$ cat config.mk
export PLATFORM = sky130hd
export DESIGN_NAME = clipped_sprite_blit_colour_map_core
export DESIGN_NICKNAME = d
export VERILOG_FILES = /design/src/hw/rtl/csbcm_pkg.sv /design/src/hw/rtl/clipped_sprite_blit_colour_map_core.sv
export VERILOG_INCLUDE_DIRS = /design/src /design/src/hw/rtl
export SDC_FILE = /design/constraint.sdc
export NUM_CORES = 1
export LEC_CHECK = 0
export BUFFER_PORTS_ARGS = -buffer_cell sky130_fd_sc_hd__buf_4
export CORE_AREA = 2 2 177 179
export DETAILED_ROUTE_END_ITERATION = 8
export DIE_AREA = 0 0 179 181
export GPL_ROUTABILITY_DRIVEN = 0
export PLACE_DENSITY = 0.71
export SLEW_MARGIN = 0
export SYNTH_ARGS = -nofsm -noshare
export SYNTH_HDL_FRONTEND = slang
export SYNTH_SLANG_ARGS = --single-unit
export TNS_END_PERCENT = 5
$ cat constraint.sdc
create_clock -name aclk -period 7 [get_ports aclk]
set_input_delay 1.75 -clock aclk [delete_from_list [all_inputs] [get_ports aclk]]
set_output_delay 1.75 -clock aclk [all_outputs]
set_load 0.05 [all_outputs]
$ cat src/hw/rtl/clipped_sprite_blit_colour_map_core_assert.svh
// Assertion macros for the sprite blitter, clocked on aclk with reset aresetn.
`ifndef CLIPPED_SPRITE_BLIT_COLOUR_MAP_CORE_ASSERT_SVH
`define CLIPPED_SPRITE_BLIT_COLOUR_MAP_CORE_ASSERT_SVH

`ifndef SYNTHESIS
// Same-cycle implication: whenever ante holds, cons must hold too.
`define CSBCM_ASSERT_SAME(label, ante, cons, msg) \
    label: assert property (@(posedge aclk) disable iff (!aresetn) (ante) |-> (cons)) \
        else $error(msg);
// Next-cycle implication: whenever ante holds, cons must hold in the cycle after.
`define CSBCM_ASSERT_NEXT(label, ante, cons, msg) \
    label: assert property (@(posedge aclk) disable iff (!aresetn) (ante) |=> (cons)) \
        else $error(msg);
`else
`define CSBCM_ASSERT_SAME(label, ante, cons, msg)
`define CSBCM_ASSERT_NEXT(label, ante, cons, msg)
`endif

`endif

$ cat src/hw/rtl/csbcm_pkg.sv
// Shared types and constants for the clipped sprite blitter.
`default_nettype none
package csbcm_pkg;

    localparam int DIM_BITS    = 12;
    localparam int POS_BITS    = DIM_BITS + 1;
    localparam int ORG_BITS    = DIM_BITS + 2;
    localparam int ADDR_BITS   = 24;
    localparam int COLOUR_BITS = 8;
    localparam int MAP_ENTRIES = 5;
    localparam int MAP_BITS    = MAP_ENTRIES * COLOUR_BITS;
    localparam int IDX_BITS    = 3;
    localparam int S_DATA_BITS = 88;
    localparam int M_DATA_BITS = 32;
    localparam int CFG_IDX_BITS = 2;

    localparam logic [DIM_BITS-1:0] PITCH_RESET  = DIM_BITS'(640);
    localparam logic [DIM_BITS-1:0] CLIP_W_RESET = DIM_BITS'(640);
    localparam logic [DIM_BITS-1:0] CLIP_H_RESET = DIM_BITS'(480);

    typedef enum logic [CFG_IDX_BITS-1:0] {
        CFG_DEST_PITCH  = 2'd0,
        CFG_CLIP_WIDTH  = 2'd1,
        CFG_CLIP_HEIGHT = 2'd2,
        CFG_COLOUR_MAP  = 2'd3
    } cfg_index_t;

    typedef enum logic {
        OP_START = 1'b0,
        OP_PIXEL = 1'b1
    } opcode_t;

    // Colour indices of special meaning.
    localparam logic [COLOUR_BITS-1:0] IDX_TRANSPARENT = '0;
    localparam logic [COLOUR_BITS-1:0] IDX_LAST        = COLOUR_BITS'(MAP_ENTRIES - 1);

    // Input item payload, first field in the lowest bits.
    typedef struct packed {
        logic [4:0]             pad;
        logic [COLOUR_BITS-1:0] pixel;
        logic                   opaque;
        logic [DIM_BITS-1:0]    hot_y;
        logic [DIM_BITS-1:0]    hot_x;
        logic [DIM_BITS-1:0]    sprite_height;
        logic [DIM_BITS-1:0]    sprite_width;
        logic [POS_BITS-1:0]    pos_y;
        logic [POS_BITS-1:0]    pos_x;
    } s_data_t;

    // Result item payload.
    typedef struct packed {
        logic [COLOUR_BITS-1:0] colour;
        logic [ADDR_BITS-1:0]   address;
    } m_data_t;

endpackage
`default_nettype wire

$ cat src/hw/rtl/clipped_sprite_blit_colour_map_core.sv
// Clipped sprite blitter: sprite header and pixel stream in, frame-buffer writes out.
//
//  channel  | direction | handshake          | payload
//  ---------+-----------+--------------------+----------------------------------------
//  s_       | in        | s_tvalid/s_tready  | s_tuser opcode, s_tdata header or pixel
//  m_       | out       | m_tvalid/m_tready  | m_tdata address, colour
//  cfg_     | in        | cfg_we (no wait)   | cfg_index, cfg_wdata
//
// One item is taken per cycle while the m_ side is not stalled; a drawn pixel is registered in
// the pixel stage and then in the output register (clip and index check in the input cycle,
// multiply-add and colour lookup into the output register). The pitch multiply sets the clock path.
// aresetn is synchronous: sprite state and both valid flags clear, registers reload defaults.
// A stalled m_ side fills the two stages, then s_tready drops; nothing is lost.
`default_nettype none
`include "clipped_sprite_blit_colour_map_core_assert.svh"

module clipped_sprite_blit_colour_map_core
    import csbcm_pkg::*;
(
    input  wire logic                    aclk,
    input  wire logic                    aresetn,
    // Configuration write port
    input  wire logic                    cfg_we,
    input  wire logic [CFG_IDX_BITS-1:0] cfg_index,
    input  wire logic [MAP_BITS-1:0]     cfg_wdata,
    // Input items
    input  wire logic                    s_tvalid,
    output logic                         s_tready,
    // pos_x, pos_y, sprite_width, sprite_height, hot_x, hot_y, opaque, pixel, zero pad
    input  wire logic [S_DATA_BITS-1:0]  s_tdata,
    // opcode
    input  wire logic                    s_tuser,
    // Result items
    output logic                         m_tvalid,
    input  wire logic                    m_tready,
    // address, colour
    output logic [M_DATA_BITS-1:0]       m_tdata
);

    // ---------------------------------------------------------------------
    // Configuration registers
    // ---------------------------------------------------------------------
    logic [DIM_BITS-1:0] dest_pitch_reg;
    logic [DIM_BITS-1:0] clip_width_reg;
    logic [DIM_BITS-1:0] clip_height_reg;
    logic [MAP_BITS-1:0] colour_map_reg;

    always_ff @(posedge aclk) begin
        if (!aresetn) begin
            dest_pitch_reg  <= PITCH_RESET;
            clip_width_reg  <= CLIP_W_RESET;
            clip_height_reg <= CLIP_H_RESET;
            colour_map_reg  <= '0;
        end else if (cfg_we) begin
            unique case (cfg_index_t'(cfg_index))
                CFG_DEST_PITCH:  dest_pitch_reg  <= cfg_wdata[DIM_BITS-1:0];
                CFG_CLIP_WIDTH:  clip_width_reg  <= cfg_wdata[DIM_BITS-1:0];
                CFG_CLIP_HEIGHT: clip_height_reg <= cfg_wdata[DIM_BITS-1:0];
                CFG_COLOUR_MAP:  colour_map_reg  <= cfg_wdata;
                default: ;
            endcase
        end
    end

    // ---------------------------------------------------------------------
    // Handshake: output register and pixel stage each free when empty or draining
    // ---------------------------------------------------------------------
    logic    m_tvalid_reg;
    logic    p1_valid_reg;
    logic    out_ready;
    logic    p1_ready;
    logic    s_accept;
    s_data_t s_data;
    opcode_t s_op;

    assign out_ready = !m_tvalid_reg || m_tready;
    assign p1_ready  = !p1_valid_reg || out_ready;
    assign s_tready  = p1_ready;
    assign s_accept  = s_tvalid && p1_ready;
    assign s_data    = s_data_t'(s_tdata);
    assign s_op      = opcode_t'(s_tuser);

    // ---------------------------------------------------------------------
    // Sprite walk state
    // ---------------------------------------------------------------------
    logic signed [ORG_BITS-1:0] origin_x_reg, origin_x_next;
    logic signed [ORG_BITS-1:0] origin_y_reg, origin_y_next;
    logic [DIM_BITS-1:0]        cur_col_reg, cur_col_next;
    logic [DIM_BITS-1:0]        cur_row_reg, cur_row_next;
    logic [DIM_BITS-1:0]        spr_w_reg, spr_w_next;
    logic [DIM_BITS-1:0]        spr_h_reg, spr_h_next;
    logic                       opaque_mode_reg, opaque_mode_next;
    logic                       active_reg, active_next;

    // Current pixel position on screen; one extra bit for the sum
    logic signed [ORG_BITS:0]   pix_x;
    logic signed [ORG_BITS:0]   pix_y;
    logic                       in_x;
    logic                       in_y;
    logic                       idx_ok;
    logic                       draw;
    logic                       last_col;
    logic                       last_row;

    assign pix_x = {origin_x_reg[ORG_BITS-1], origin_x_reg}
                 + $signed({3'b000, cur_col_reg});
    assign pix_y = {origin_y_reg[ORG_BITS-1], origin_y_reg}
                 + $signed({3'b000, cur_row_reg});

    // Inside the window when not negative and below the clip size
    assign in_x = !pix_x[ORG_BITS] && (pix_x[ORG_BITS-1:0] < {2'b00, clip_width_reg});
    assign in_y = !pix_y[ORG_BITS] && (pix_y[ORG_BITS-1:0] < {2'b00, clip_height_reg});

    // Indices past the map never write; index zero only in opaque mode
    assign idx_ok = (s_data.pixel <= IDX_LAST)
                 && ((s_data.pixel != IDX_TRANSPARENT) || opaque_mode_reg);

    assign draw = active_reg && idx_ok && in_x && in_y;

    assign last_col = ({1'b0, cur_col_reg} + 1'b1) >= {1'b0, spr_w_reg};
    assign last_row = ({1'b0, cur_row_reg} + 1'b1) >= {1'b0, spr_h_reg};

    always_comb begin
        origin_x_next    = origin_x_reg;
        origin_y_next    = origin_y_reg;
        cur_col_next     = cur_col_reg;
        cur_row_next     = cur_row_reg;
        spr_w_next       = spr_w_reg;
        spr_h_next       = spr_h_reg;
        opaque_mode_next = opaque_mode_reg;
        active_next      = active_reg;
        if (s_accept) begin
            unique case (s_op)
                OP_START: begin
                    // Load the header: top-left corner is hotspot position minus hotspot
                    origin_x_next    = {s_data.pos_x[POS_BITS-1], s_data.pos_x}
                                     - $signed({2'b00, s_data.hot_x});
                    origin_y_next    = {s_data.pos_y[POS_BITS-1], s_data.pos_y}
                                     - $signed({2'b00, s_data.hot_y});
                    spr_w_next       = s_data.sprite_width;
                    spr_h_next       = s_data.sprite_height;
                    opaque_mode_next = s_data.opaque;
                    cur_col_next     = '0;
                    cur_row_next     = '0;
                    // Empty sprite stays inactive
                    active_next      = (s_data.sprite_width != '0)
                                    && (s_data.sprite_height != '0);
                end
                OP_PIXEL: begin
                    // Advance in raster order, clipped or not; drop out after the last
                    if (active_reg) begin
                        if (last_col) begin
                            cur_col_next = '0;
                            cur_row_next = cur_row_reg + 1'b1;
                            if (last_row) begin
                                active_next = 1'b0;
                            end
                        end else begin
                            cur_col_next = cur_col_reg + 1'b1;
                        end
                    end
                end
                default: ;
            endcase
        end
    end

    always_ff @(posedge aclk) begin
        if (!aresetn) begin
            origin_x_reg    <= '0;
            origin_y_reg    <= '0;
            cur_col_reg     <= '0;
            cur_row_reg     <= '0;
            spr_w_reg       <= '0;
            spr_h_reg       <= '0;
            opaque_mode_reg <= 1'b0;
            active_reg      <= 1'b0;
        end else begin
            origin_x_reg    <= origin_x_next;
            origin_y_reg    <= origin_y_next;
            cur_col_reg     <= cur_col_next;
            cur_row_reg     <= cur_row_next;
            spr_w_reg       <= spr_w_next;
            spr_h_reg       <= spr_h_next;
            opaque_mode_reg <= opaque_mode_next;
            active_reg      <= active_next;
        end
    end

    // ---------------------------------------------------------------------
    // Pixel stage: holds in-window coordinates and the colour index of a drawn pixel
    // ---------------------------------------------------------------------
    logic                p1_valid_next;
    logic [DIM_BITS-1:0] p1_x_reg;
    logic [DIM_BITS-1:0] p1_y_reg;
    logic [IDX_BITS-1:0] p1_idx_reg;

    assign p1_valid_next = p1_ready ? (s_accept && (s_op == OP_PIXEL) && draw)
                                    : p1_valid_reg;

    always_ff @(posedge aclk) begin
        if (!aresetn) begin
            p1_valid_reg <= 1'b0;
        end else begin
            p1_valid_reg <= p1_valid_next;
        end
    end

    always_ff @(posedge aclk) begin
        if (p1_ready) begin
            p1_x_reg   <= pix_x[DIM_BITS-1:0];
            p1_y_reg   <= pix_y[DIM_BITS-1:0];
            p1_idx_reg <= s_data.pixel[IDX_BITS-1:0];
        end
    end

    // ---------------------------------------------------------------------
    // Output stage: address = y * pitch + x, colour from the map
    // ---------------------------------------------------------------------
    logic                   m_tvalid_next;
    logic [2*DIM_BITS-1:0]  row_offset;
    m_data_t                m_data_reg;
    m_data_t                m_data_next;

    assign row_offset = p1_y_reg * dest_pitch_reg;

    always_comb begin
        m_data_next.address = ADDR_BITS'(row_offset) + ADDR_BITS'(p1_x_reg);
        unique case (p1_idx_reg)
            3'd0:    m_data_next.colour = colour_map_reg[0*COLOUR_BITS +: COLOUR_BITS];
            3'd1:    m_data_next.colour = colour_map_reg[1*COLOUR_BITS +: COLOUR_BITS];
            3'd2:    m_data_next.colour = colour_map_reg[2*COLOUR_BITS +: COLOUR_BITS];
            3'd3:    m_data_next.colour = colour_map_reg[3*COLOUR_BITS +: COLOUR_BITS];
            3'd4:    m_data_next.colour = colour_map_reg[4*COLOUR_BITS +: COLOUR_BITS];
            default: m_data_next.colour = '0;
        endcase
    end

    assign m_tvalid_next = out_ready ? p1_valid_reg : m_tvalid_reg;

    always_ff @(posedge aclk) begin
        if (!aresetn) begin
            m_tvalid_reg <= 1'b0;
        end else begin
            m_tvalid_reg <= m_tvalid_next;
        end
    end

    always_ff @(posedge aclk) begin
        if (out_ready && p1_valid_reg) begin
            m_data_reg <= m_data_next;
        end
    end

    assign m_tvalid = m_tvalid_reg;
    assign m_tdata  = m_data_reg;

    // ---------------------------------------------------------------------
    // Assertions
    // ---------------------------------------------------------------------
    `CSBCM_ASSERT_NEXT(a_start_no_result, s_accept && (s_op == OP_START), !p1_valid_reg, "start item produced a pixel")
    `CSBCM_ASSERT_NEXT(a_draw_enters_stage, s_accept && (s_op == OP_PIXEL) && draw, p1_valid_reg, "drawn pixel lost at stage entry")
    `CSBCM_ASSERT_NEXT(a_sprite_ends, s_accept && (s_op == OP_PIXEL) && active_reg && last_col && last_row, !active_reg, "sprite still active after its last pixel")
    `CSBCM_ASSERT_SAME(a_result_from_stage, $rose(m_tvalid_reg), $past(p1_valid_reg), "result appeared without a pixel in the stage")

endmodule
`default_nettype wire
; ---- After elaboration in Yosys (flattened, before gate mapping)
; Index checks and enable logic that the tools add are counted.
[word_totals]
output_inout_bits = 34
regBits = 215
input_bits = 136
elab_cells = 85
[op_classes]
n_mux = 11
order_cmp = 5
n_eq_ne = 9
n_bitwise = 1
reduce_logical = 30
multipliers = 1
n_addsub = 9
[ops]
columns = operator, n
row1 = 2-to-1 mux 12 bit, 4
row2 = one-hot mux 12 bit (2 select lines), 2
row3 = one-hot mux 8 bit (5 select lines), 1
row4 = adder 14 x 13 -> 15 bit, 2
row5 = < comparator 14 x 12 -> 1 bit, 2
row6 = subtractor 13 x 13 -> 14 bit, 2
row7 = "adder 12 x 1 -> 13 bit, second input constant", 2
row8 = greater-or-equal comparator 13 x 12 -> 1 bit, 2
row9 = "adder 12 x 1 -> 12 bit, second input constant", 2
row10 = adder 24 x 12 -> 24 bit, 1
row11 = multiplier 12 x 12 -> 24 bit, 1
row12 = nonzero test 12 bit, 2
row13 = AND reduction 2 bit, 6
row14 = logical AND 1 bit, 11
row15 = "less-or-equal comparator 8 x 3 -> 1 bit, second input constant", 1
row16 = nonzero test 8 bit, 1
row17 = "equality test 3 x 2 -> 1 bit, second input constant", 2
row18 = "equality test 2 bit, second input constant", 2
row19 = zero test 1 bit, 4
row20 = "inequality test 2 x 1 -> 1 bit, second input constant", 2
row21 = "equality test 3 x 1 -> 1 bit, second input constant", 1
row22 = "equality test 3 bit, second input constant", 1
row23 = zero test 3 bit, 1
row24 = logical OR 1 bit, 3
row25 = 6 further kinds, 8

; ---- Longest topological paths before layout
; Gate-level depths: netlist (run 1).
[logic_depth]
ltp_word = 7
mapped_depth = 20
depth_no_buf = 19

; ---- Least setup slack after synthesis (run 1)
; No wires, ideal clock.
[synth_path]
path_type = flip-flop to flip-flop
from = reg p1_y_reg[6]
to = reg m_data_reg (netlist bit m_tdata[23]) (data pin)
stages_incl_launch_ff = 21
arrival_ns = 5.012
period_less_slack_ns = 5.273
n_path_buf = 1
t_required_ns = 6.739
path_slack_ns = 1.727
setup_ns = 0.261
path_cell_list = edfxtp_1 clkbuf_1 and2_1 fa_1 inv_1 fa_1 inv_1 fa_1 inv_1 fa_1 fa_1 inv_1 ha_1 nand2_1 o211ai_1 a21oi_1 nand4b_1 a311o_1 o2111ai_1 o211ai_1 xnor2_1
[synth_rtl]
columns = element, line_no
row1 = start: declaration, clipped_sprite_blit_colour_map_core.sv:195  ; logic [DIM_BITS-1:0] p1_y_reg;
row2 = start signal: assignment, clipped_sprite_blit_colour_map_core.sv:212  ; p1_y_reg <= pix_y[DIM_BITS-1:0];
row3 = end signal: assignment, clipped_sprite_blit_colour_map_core.sv:251  ; m_data_reg <= m_data_next;
row4 = end: declaration, clipped_sprite_blit_colour_map_core.sv:222  ; m_data_t m_data_reg;

==> results.txt, run 1 <==
Status - finished, final reports clean
Power Total - 3250 µW
Startpoint class of the critical path - flop
Setup WS pre-CTS - 1.20 ns
Die Y - 181 µm
Final clock skew - 0.00859 ns
Clock Sinks - 215
Post-synth ARST share - 0%
Largest net degree at the start of global routing - 67
Slew Limit Fails - 0
Wirelength per Cell - 15.3 µm
Crit path max fanout - 12
Hold_buf cts - 0
Nets@finish - 2455
Tightest Hold Check Type - reg -> reg
Residual DRC - 0
Synthesis-stage register bit count - 215
HP Start - spr_w_reg[5]
Num CTS Buffers - 24
Postcts setup bufs - 0
Std-Cell Rows - 64
Final ANT Viol Nets - 0
Compound-Gate Fraction of Synth Area - 14.1%
Average size of a mapped cell - 8.62 µm²
Initial DRC Count - 638
Via density - 5.40
Post-route clock period utilization - 82.6%
Synth Area in XOR/XNOR - 3.80%
Worst setup margin - 1.22 ns
Initial antenna violation count - 0
Seq/Total Area, Yosys - 29.5%
Overall Global Routing Usage - 23.8%
Worst-path clk slew - 0.06 ns
Slew of the pin with the lowest slew margin - 1.29 ns
Inserted Diodes - 0
Remaining global-route overflow - 0
Total number of yosys warnings - 0
Rel. slew slack - 13.7%
Crit path required time - 7.27 ns
Fin crit period - 5.78 ns
# H-tree levels - 1
Synth Cell Area - 16600 µm²
Synthesized instance count - 1923
Root buffer cell - clkbuf_16
Vias in the first global route - 13400
Static leakage - 0.00872 µW
Post-DP Area - 18000 µm²
Register Area - 4890 µm²
CORE AREA - 30300 µm²
Fin area - 18900 µm²
Max-Cap Viols - 0
Cell mode on critical path - fa_1
Fill cells - 2671
Die area - 32400 µm²
Pre-Repair DR Iteration Count - 7
Critical Path Source - p1_y_reg[6]
Synth-to-layout area growth - 13.8%
Slowest stage delay, CP - 0.58 ns
Routed vias - 13200
Share of cells above drive strength 1 - 11.5%
Setup CP Type - reg -> reg
Syn nets - 2339
Slowest cell on crit path - edfxtp_1
Mux share of post-synthesis cell area - 0.612%
Post-Synth Simple-Gate Area - 17.3%
DIE WIDTH - 179 µm
Post-synth EDFFs - 59
CTS max path bufs - 3
CTS tree - built
Worst-Skew Late Latency - 0.53 ns
Max reg flops - 40
Largest family of logic cells by synthesized area - adder cells
Final setup violation count - 0
Adder-Cell Fraction of Synth Area - 26.3%
Post-layout utilization of the core - 62.2%
PwrDens - 173 nW/µm²
Top achievable clock speed - 173 MHz
Final hold vios - 0
I/O Buffers - 164
Top_reg_cell synth - dfxtp_1
Hpwl dp - 29.1 mm
Multi-input gate area - 10300 µm²
VDD IR max - 0.161 mV
Crit-path cells - and2_1 > fa_1 > inv_1 > fa_1 > inv_1 > fa_1 > inv_1 > fa_1 > fa_1 > inv_1 > ha_1 > nand2_1 > o211ai_1 > a21oi_1 > nand4b_1 > a311o_1 > o2111ai_1 > o211ai_1 > xnor2_1
Initial Utilization - 54.6%
First-pass GRT wire length - 63.4 mm
RSZ-0062 raised after global routing - false
DRT Wirelength - 37.4 mm
Setup TNS - 0 ns
Critical path endpoint category - flop
WP data arrival - 6.05 ns
R2r startpoint - p1_y_reg[6]
Resized cells post-CTS - 0
Io pins - 170
Synth cell types - 72
cells by family after synthesis:
| family | count (synthesis) |
|---|---|
| mux | 10 |
| flops | 215 |
| simple gates | 619 |
| buf+inv | 360 |
| xor+xnor | 72 |
| compound gates | 367 |
| fa+ha+maj | 280 |
cells in the mapped netlist (all sizes together), types with 12 or more instances:
library cell  instances  share of area, %
inv                 279               6.3
o21ai                43               1.3
dfxtp               156                19
edfxtp               59                11
ha                  165                12
a21oi               159               4.8
nand2               332               7.5
and2                 78               2.9
nand3                26              0.85
a21o                 34               1.6
nand4                14              0.53
a211oi               22               1.0
xor2                 27               1.4
nor2b                16              0.60
clkbuf               60               1.4
nor2                 68               1.6
a22oi                12              0.54
a31oi                13              0.53
o211ai               20              0.94
buf                  21              0.57
nor3                 19              0.57
fa                  115                14
xnor2                45               2.4
final timing paths:
check / endpoint / slack (ns) / cells after the start
setup / recovery: m_tdata[23] / 1.22 / 19
hold / removal: spr_w_reg[5] / 0.45 / 2
setup reg to reg: m_tdata[23] / 1.22 / 19
hold reg to reg: spr_w_reg[5] / 0.45 / 2
per-layer routing:
| layer | track usage (%) | vias up | wire length [µm] | share of wire, % |
|---|---|---|---|---|
| met3 | 3.07 | 66 | 1700 | 4.5 |
| li1 | - | 6603 | - | - |
| met2 | 42.1 | 281 | 18400 | 49 |
| met5 | 0 | - | 0 | 0 |
| met4 | 6.08 | 0 | 1050 | 2.8 |
| met1 | 30.5 | 6294 | 16300 | 43 |
area by class of cell:
type | count | area share [%]
Sequential cell | 215 | 25.9
Clock buffer | 34 | 3.71
Multi-Input combinational cell | 1348 | 54.7
Tap cell | 396 | 2.63
Clock inverter | 10 | 0.610
Timing Repair Buffer | 171 | 6.81
Inverter | 279 | 5.56
cells in the final DEF, fill, tap and decap left out, drive strengths merged, types with 6 or more instances in the layout:
| cell | netlist | routed |
|---|---|---|
| a211oi | 22 | 22 |
| a21boi | 8 | 8 |
| a21o | 34 | 34 |
| a21oi | 159 | 159 |
| a22oi | 12 | 12 |
| a31oi | 13 | 13 |
| and2 | 78 | 78 |
| and3 | 7 | 7 |
| buf | 21 | 171 |
| clkbuf | 60 | 34 |
| clkinv | 0 | 7 |
| dfxtp | 156 | 156 |
| edfxtp | 59 | 59 |
| fa | 115 | 115 |
| ha | 165 | 165 |
| inv | 279 | 279 |
| mux2i | 9 | 9 |
| nand2 | 332 | 332 |
| nand2b | 9 | 9 |
| nand3 | 26 | 26 |
| nand4 | 14 | 14 |
| nor2 | 68 | 68 |
| nor2b | 16 | 16 |
| nor3 | 19 | 19 |
| nor4 | 10 | 10 |
| o2111ai | 6 | 6 |
| o211ai | 20 | 20 |
| o21a | 7 | 7 |
| o21ai | 43 | 43 |
| o21bai | 7 | 7 |
| o22ai | 10 | 10 |
| or2 | 7 | 7 |
| or3 | 10 | 10 |
| xnor2 | 45 | 45 |
| xor2 | 27 | 27 |
worst max-delay path, delay by kind of cell, from the launching register on:
family | cells | cell delay [ns]
compound gates | 5 | 1.14
simple gates | 3 | 0.61
fa+ha+maj | 6 | 2.84
xor+xnor | 1 | 0.15
flops | 1 | 0.58
buf+inv | 4 | 0.20
per-stage QoR:
step	hold WS, ns	std cells
finish	0.454	2453
detailed placement	0.448	2409
global route	0.469	2453
floorplan	0.434	1923
CTS	0.457	2453
global placement	0.442	2409
report_power, final:
| part | total [µW] | internal, µW | leakage [µW] | switching [µW] |
|---|---|---|---|---|
| Sequential | 1390 | 1330 | 0.00186 | 59.8 |
| Clock | 1290 | 772 | 0.000402 | 516 |
| Combinational | 574 | 252 | 0.00645 | 322 |
No activity file was read; power rests on OpenSTA's default activity.
==> run 2, diff against run 1 <==
PLACE_DENSITY = 0.73   (was 0.71)
clock period = 4.9 ns   (was 7 ns; I/O delays follow)
==> results.txt, run 2 (synthesized netlist as in run 1, its figures left out) <==
Post-route clock period utilization - 108% (was 82.6%)
First-pass GRT wire length - 63.6 mm (was 63.4 mm)
Slowest stage delay, CP - 0.52 ns (was 0.58 ns)
Vias in the first global route - 13400 (about the same)
Failing checks - negative setup slack
I/O Buffers - 164 (unchanged)
Power Total - 4820 µW (was 3250 µW)
RSZ-0062 raised after global routing - true (was false)
Slew Limit Fails - 0 (unchanged)
Fin crit period - 5.28 ns (was 5.78 ns)
Inserted Diodes - 0 (unchanged)
DIE WIDTH - 179 µm (unchanged)
Std-Cell Rows - 64 (unchanged)
HP Start - colour_map_reg[20] (was spr_w_reg[5])
Nets@finish - 2535 (was 2455)
Setup TNS - -2.54 ns (was 0 ns)
Status - finished, violations left (was finished, final reports clean)
DRT Wirelength - 38.7 mm (was 37.4 mm)
Die area - 32400 µm² (unchanged)
Residual DRC - 0 (unchanged)
Routed vias - 13600 (was 13200)
Remaining global-route overflow - 0 (unchanged)
Commonest non-fill, non-tap cell in the layout - nand2_1 (unchanged)
WP data arrival - 5.57 ns (was 6.05 ns)
Fill cells - 2547 (was 2671)
Overall Global Routing Usage - 24.0% (was 23.8%)
Static leakage - 0.00915 µW (was 0.00872 µW)
Cell mode on critical path - inv_1 (was fa_1)
Io pins - 170 (unchanged)
Max reg flops - 40 (unchanged)
Pre-Repair DR Iteration Count - 5 (was 7)
R2r startpoint - p1_y_reg[4] (was p1_y_reg[6])
Critical path endpoint category - flop (unchanged)
Post-layout utilization of the core - 64.8% (was 62.2%)
CORE AREA - 30300 µm² (unchanged)
VDD IR max - 0.246 mV (was 0.161 mV)
Final clock skew - 0.0150 ns (was 0.00859 ns)
Clock Sinks - 215 (unchanged)
Via density - 5.35 (was 5.40)
Tightest Hold Check Type - reg -> reg (unchanged)
Root buffer cell - clkbuf_16 (unchanged)
Delay-heaviest family, CP - adder cells (unchanged)
Initial antenna violation count - 0 (unchanged)
Slowest cell on crit path - fa_1 (was edfxtp_1)
Crit path required time - 5.19 ns (was 7.27 ns)
Final hold vios - 0 (unchanged)
# H-tree levels - 1 (unchanged)
Worst path buffer plus inverter count - 6 (was 4)
Hold WS - 0.453 ns (was 0.454 ns)
Top achievable clock speed - 189 MHz (was 173 MHz)
Hpwl dp - 30.3 mm (was 29.1 mm)
Synth-to-layout area growth - 18.7% (was 13.8%)
Die Y - 181 µm (unchanged)
Worst-Skew Late Latency - 0.54 ns (was 0.53 ns)
Crit-path cells - buf_6 > and2_1 > fa_1 > inv_1 > fa_1 > inv_1 > ha_1 > ha_1 > inv_1 > fa_1 > inv_1 > ha_4 > buf_4 > a21oi_4 > o211ai_1 > a21oi_2 > nand4b_1 > a311o_1 > o2111ai_1 > o211ai_1 > xnor2_1 (was and2_1 > fa_1 > inv_1 > fa_1 > inv_1 > fa_1 > inv_1 > fa_1 > fa_1 > inv_1 > ha_1 > nand2_1 > o211ai_1 > a21oi_1 > nand4b_1 > a311o_1 > o2111ai_1 > o211ai_1 > xnor2_1)
Critical Path Source - p1_y_reg[4] (was p1_y_reg[6])
Commonest cells after routing, fill and taps aside - nand2_1, inv_1, buf_4, ha_1, dfxtp_1 (was nand2_1, inv_1, buf_4, ha_1, a21oi_1)
Share of cells above drive strength 1 - 16.2% (was 11.5%)
Worst-path clk slew - 0.06 ns (about the same)
Crit path max fanout - 4 (was 12)
Worst setup margin - -0.378 ns (was 1.22 ns)
Slew of the pin with the lowest slew margin - 1.21 ns (was 1.29 ns)
Wirelength per Cell - 15.3 µm (about the same)
Largest net degree at the start of global routing - 57 (was 67)
Final ANT Viol Nets - 0 (unchanged)
Hold_buf cts - 0 (unchanged)
Num CTS Buffers - 25 (was 24)
CTS tree - built (unchanged)
PwrDens - 245 nW/µm² (was 173 nW/µm²)
CTS max path bufs - 3 (unchanged)
Initial DRC Count - 613 (was 638)
Final setup violation count - 10 (was 0)
Startpoint class of the critical path - flop (unchanged)
Setup CP Type - reg -> reg (unchanged)
Max-Cap Viols - 0 (unchanged)
Initial Utilization - 54.6% (unchanged)
Rel. slew slack - 19.2% (was 13.7%)
-- run 2: cell count changes in the layout (fill, tap and decap cells not counted), sizes merged --
cell,previous run,this run
clkinvlp,1,0
inv,279,280
clkinv,7,3
buf,171,250
clkbuf,34,42
bufinv,2,0
-- run 2: area by class of cell --
class	count	area, µm²	share of cell area (%)
clock buffer	42	821	4.17
clock inverter	4	36.3	0.184
inverter	279	1050	5.33
multi-input combinational	1348	10500	53.3
sequential	215	4900	24.9
tap	396	495	2.52
timing repair buffer	250	1890	9.60
-- run 2: power breakdown --
group | leakage (µW) | internal, µW | switching, µW
registers | 0.00186 | 1910 | 62.4
clock network | 0.000427 | 1140 | 766
logic | 0.00686 | 433 | 512
-- run 2: worst min-delay path, cell delays in order (launching register included) --
cell and delay, ns:
dfxtp_1 0.31, nand2_1 0.05, a21oi_1 0.05
-- run 2: final timing paths --
path,slack (ns),to,cells after the start
setup / recovery,-0.38,m_tdata[23],21
hold / removal,0.45,colour_map_reg[20],2
setup reg to reg,-0.38,m_tdata[23],21
hold reg to reg,0.45,colour_map_reg[20],2
-- run 2: per-stage QoR --
stage               cell area [µm²]  setup slack [ns]  std cells
global placement              18700            -0.430       2484
finish                        19700            -0.378       2534
global route                  19700            -0.677       2534
detailed placement            18700            -0.448       2484
floorplan                     16700            -0.146       1923
CTS                           19600            -0.412       2533
-- run 2: what timing repair did --
action | in CTS | in global routing
endpoints found under the setup margin | 11 | 13
setup buffers | 3 | 1
pin swaps | 13 | 14
resized for setup | 6 | 22
gates cloned | 0 | 0
-- run 2: routing by layer --
metal / up-vias / wire length [µm] / track usage (%)
met5: - / 0 / 0
met4: 0 / 1110 / 6.67
met3: 64 / 1750 / 3.22
met2: 286 / 19300 / 42.5
met1: 6460 / 16500 / 30.5
li1: 6756 / - / -
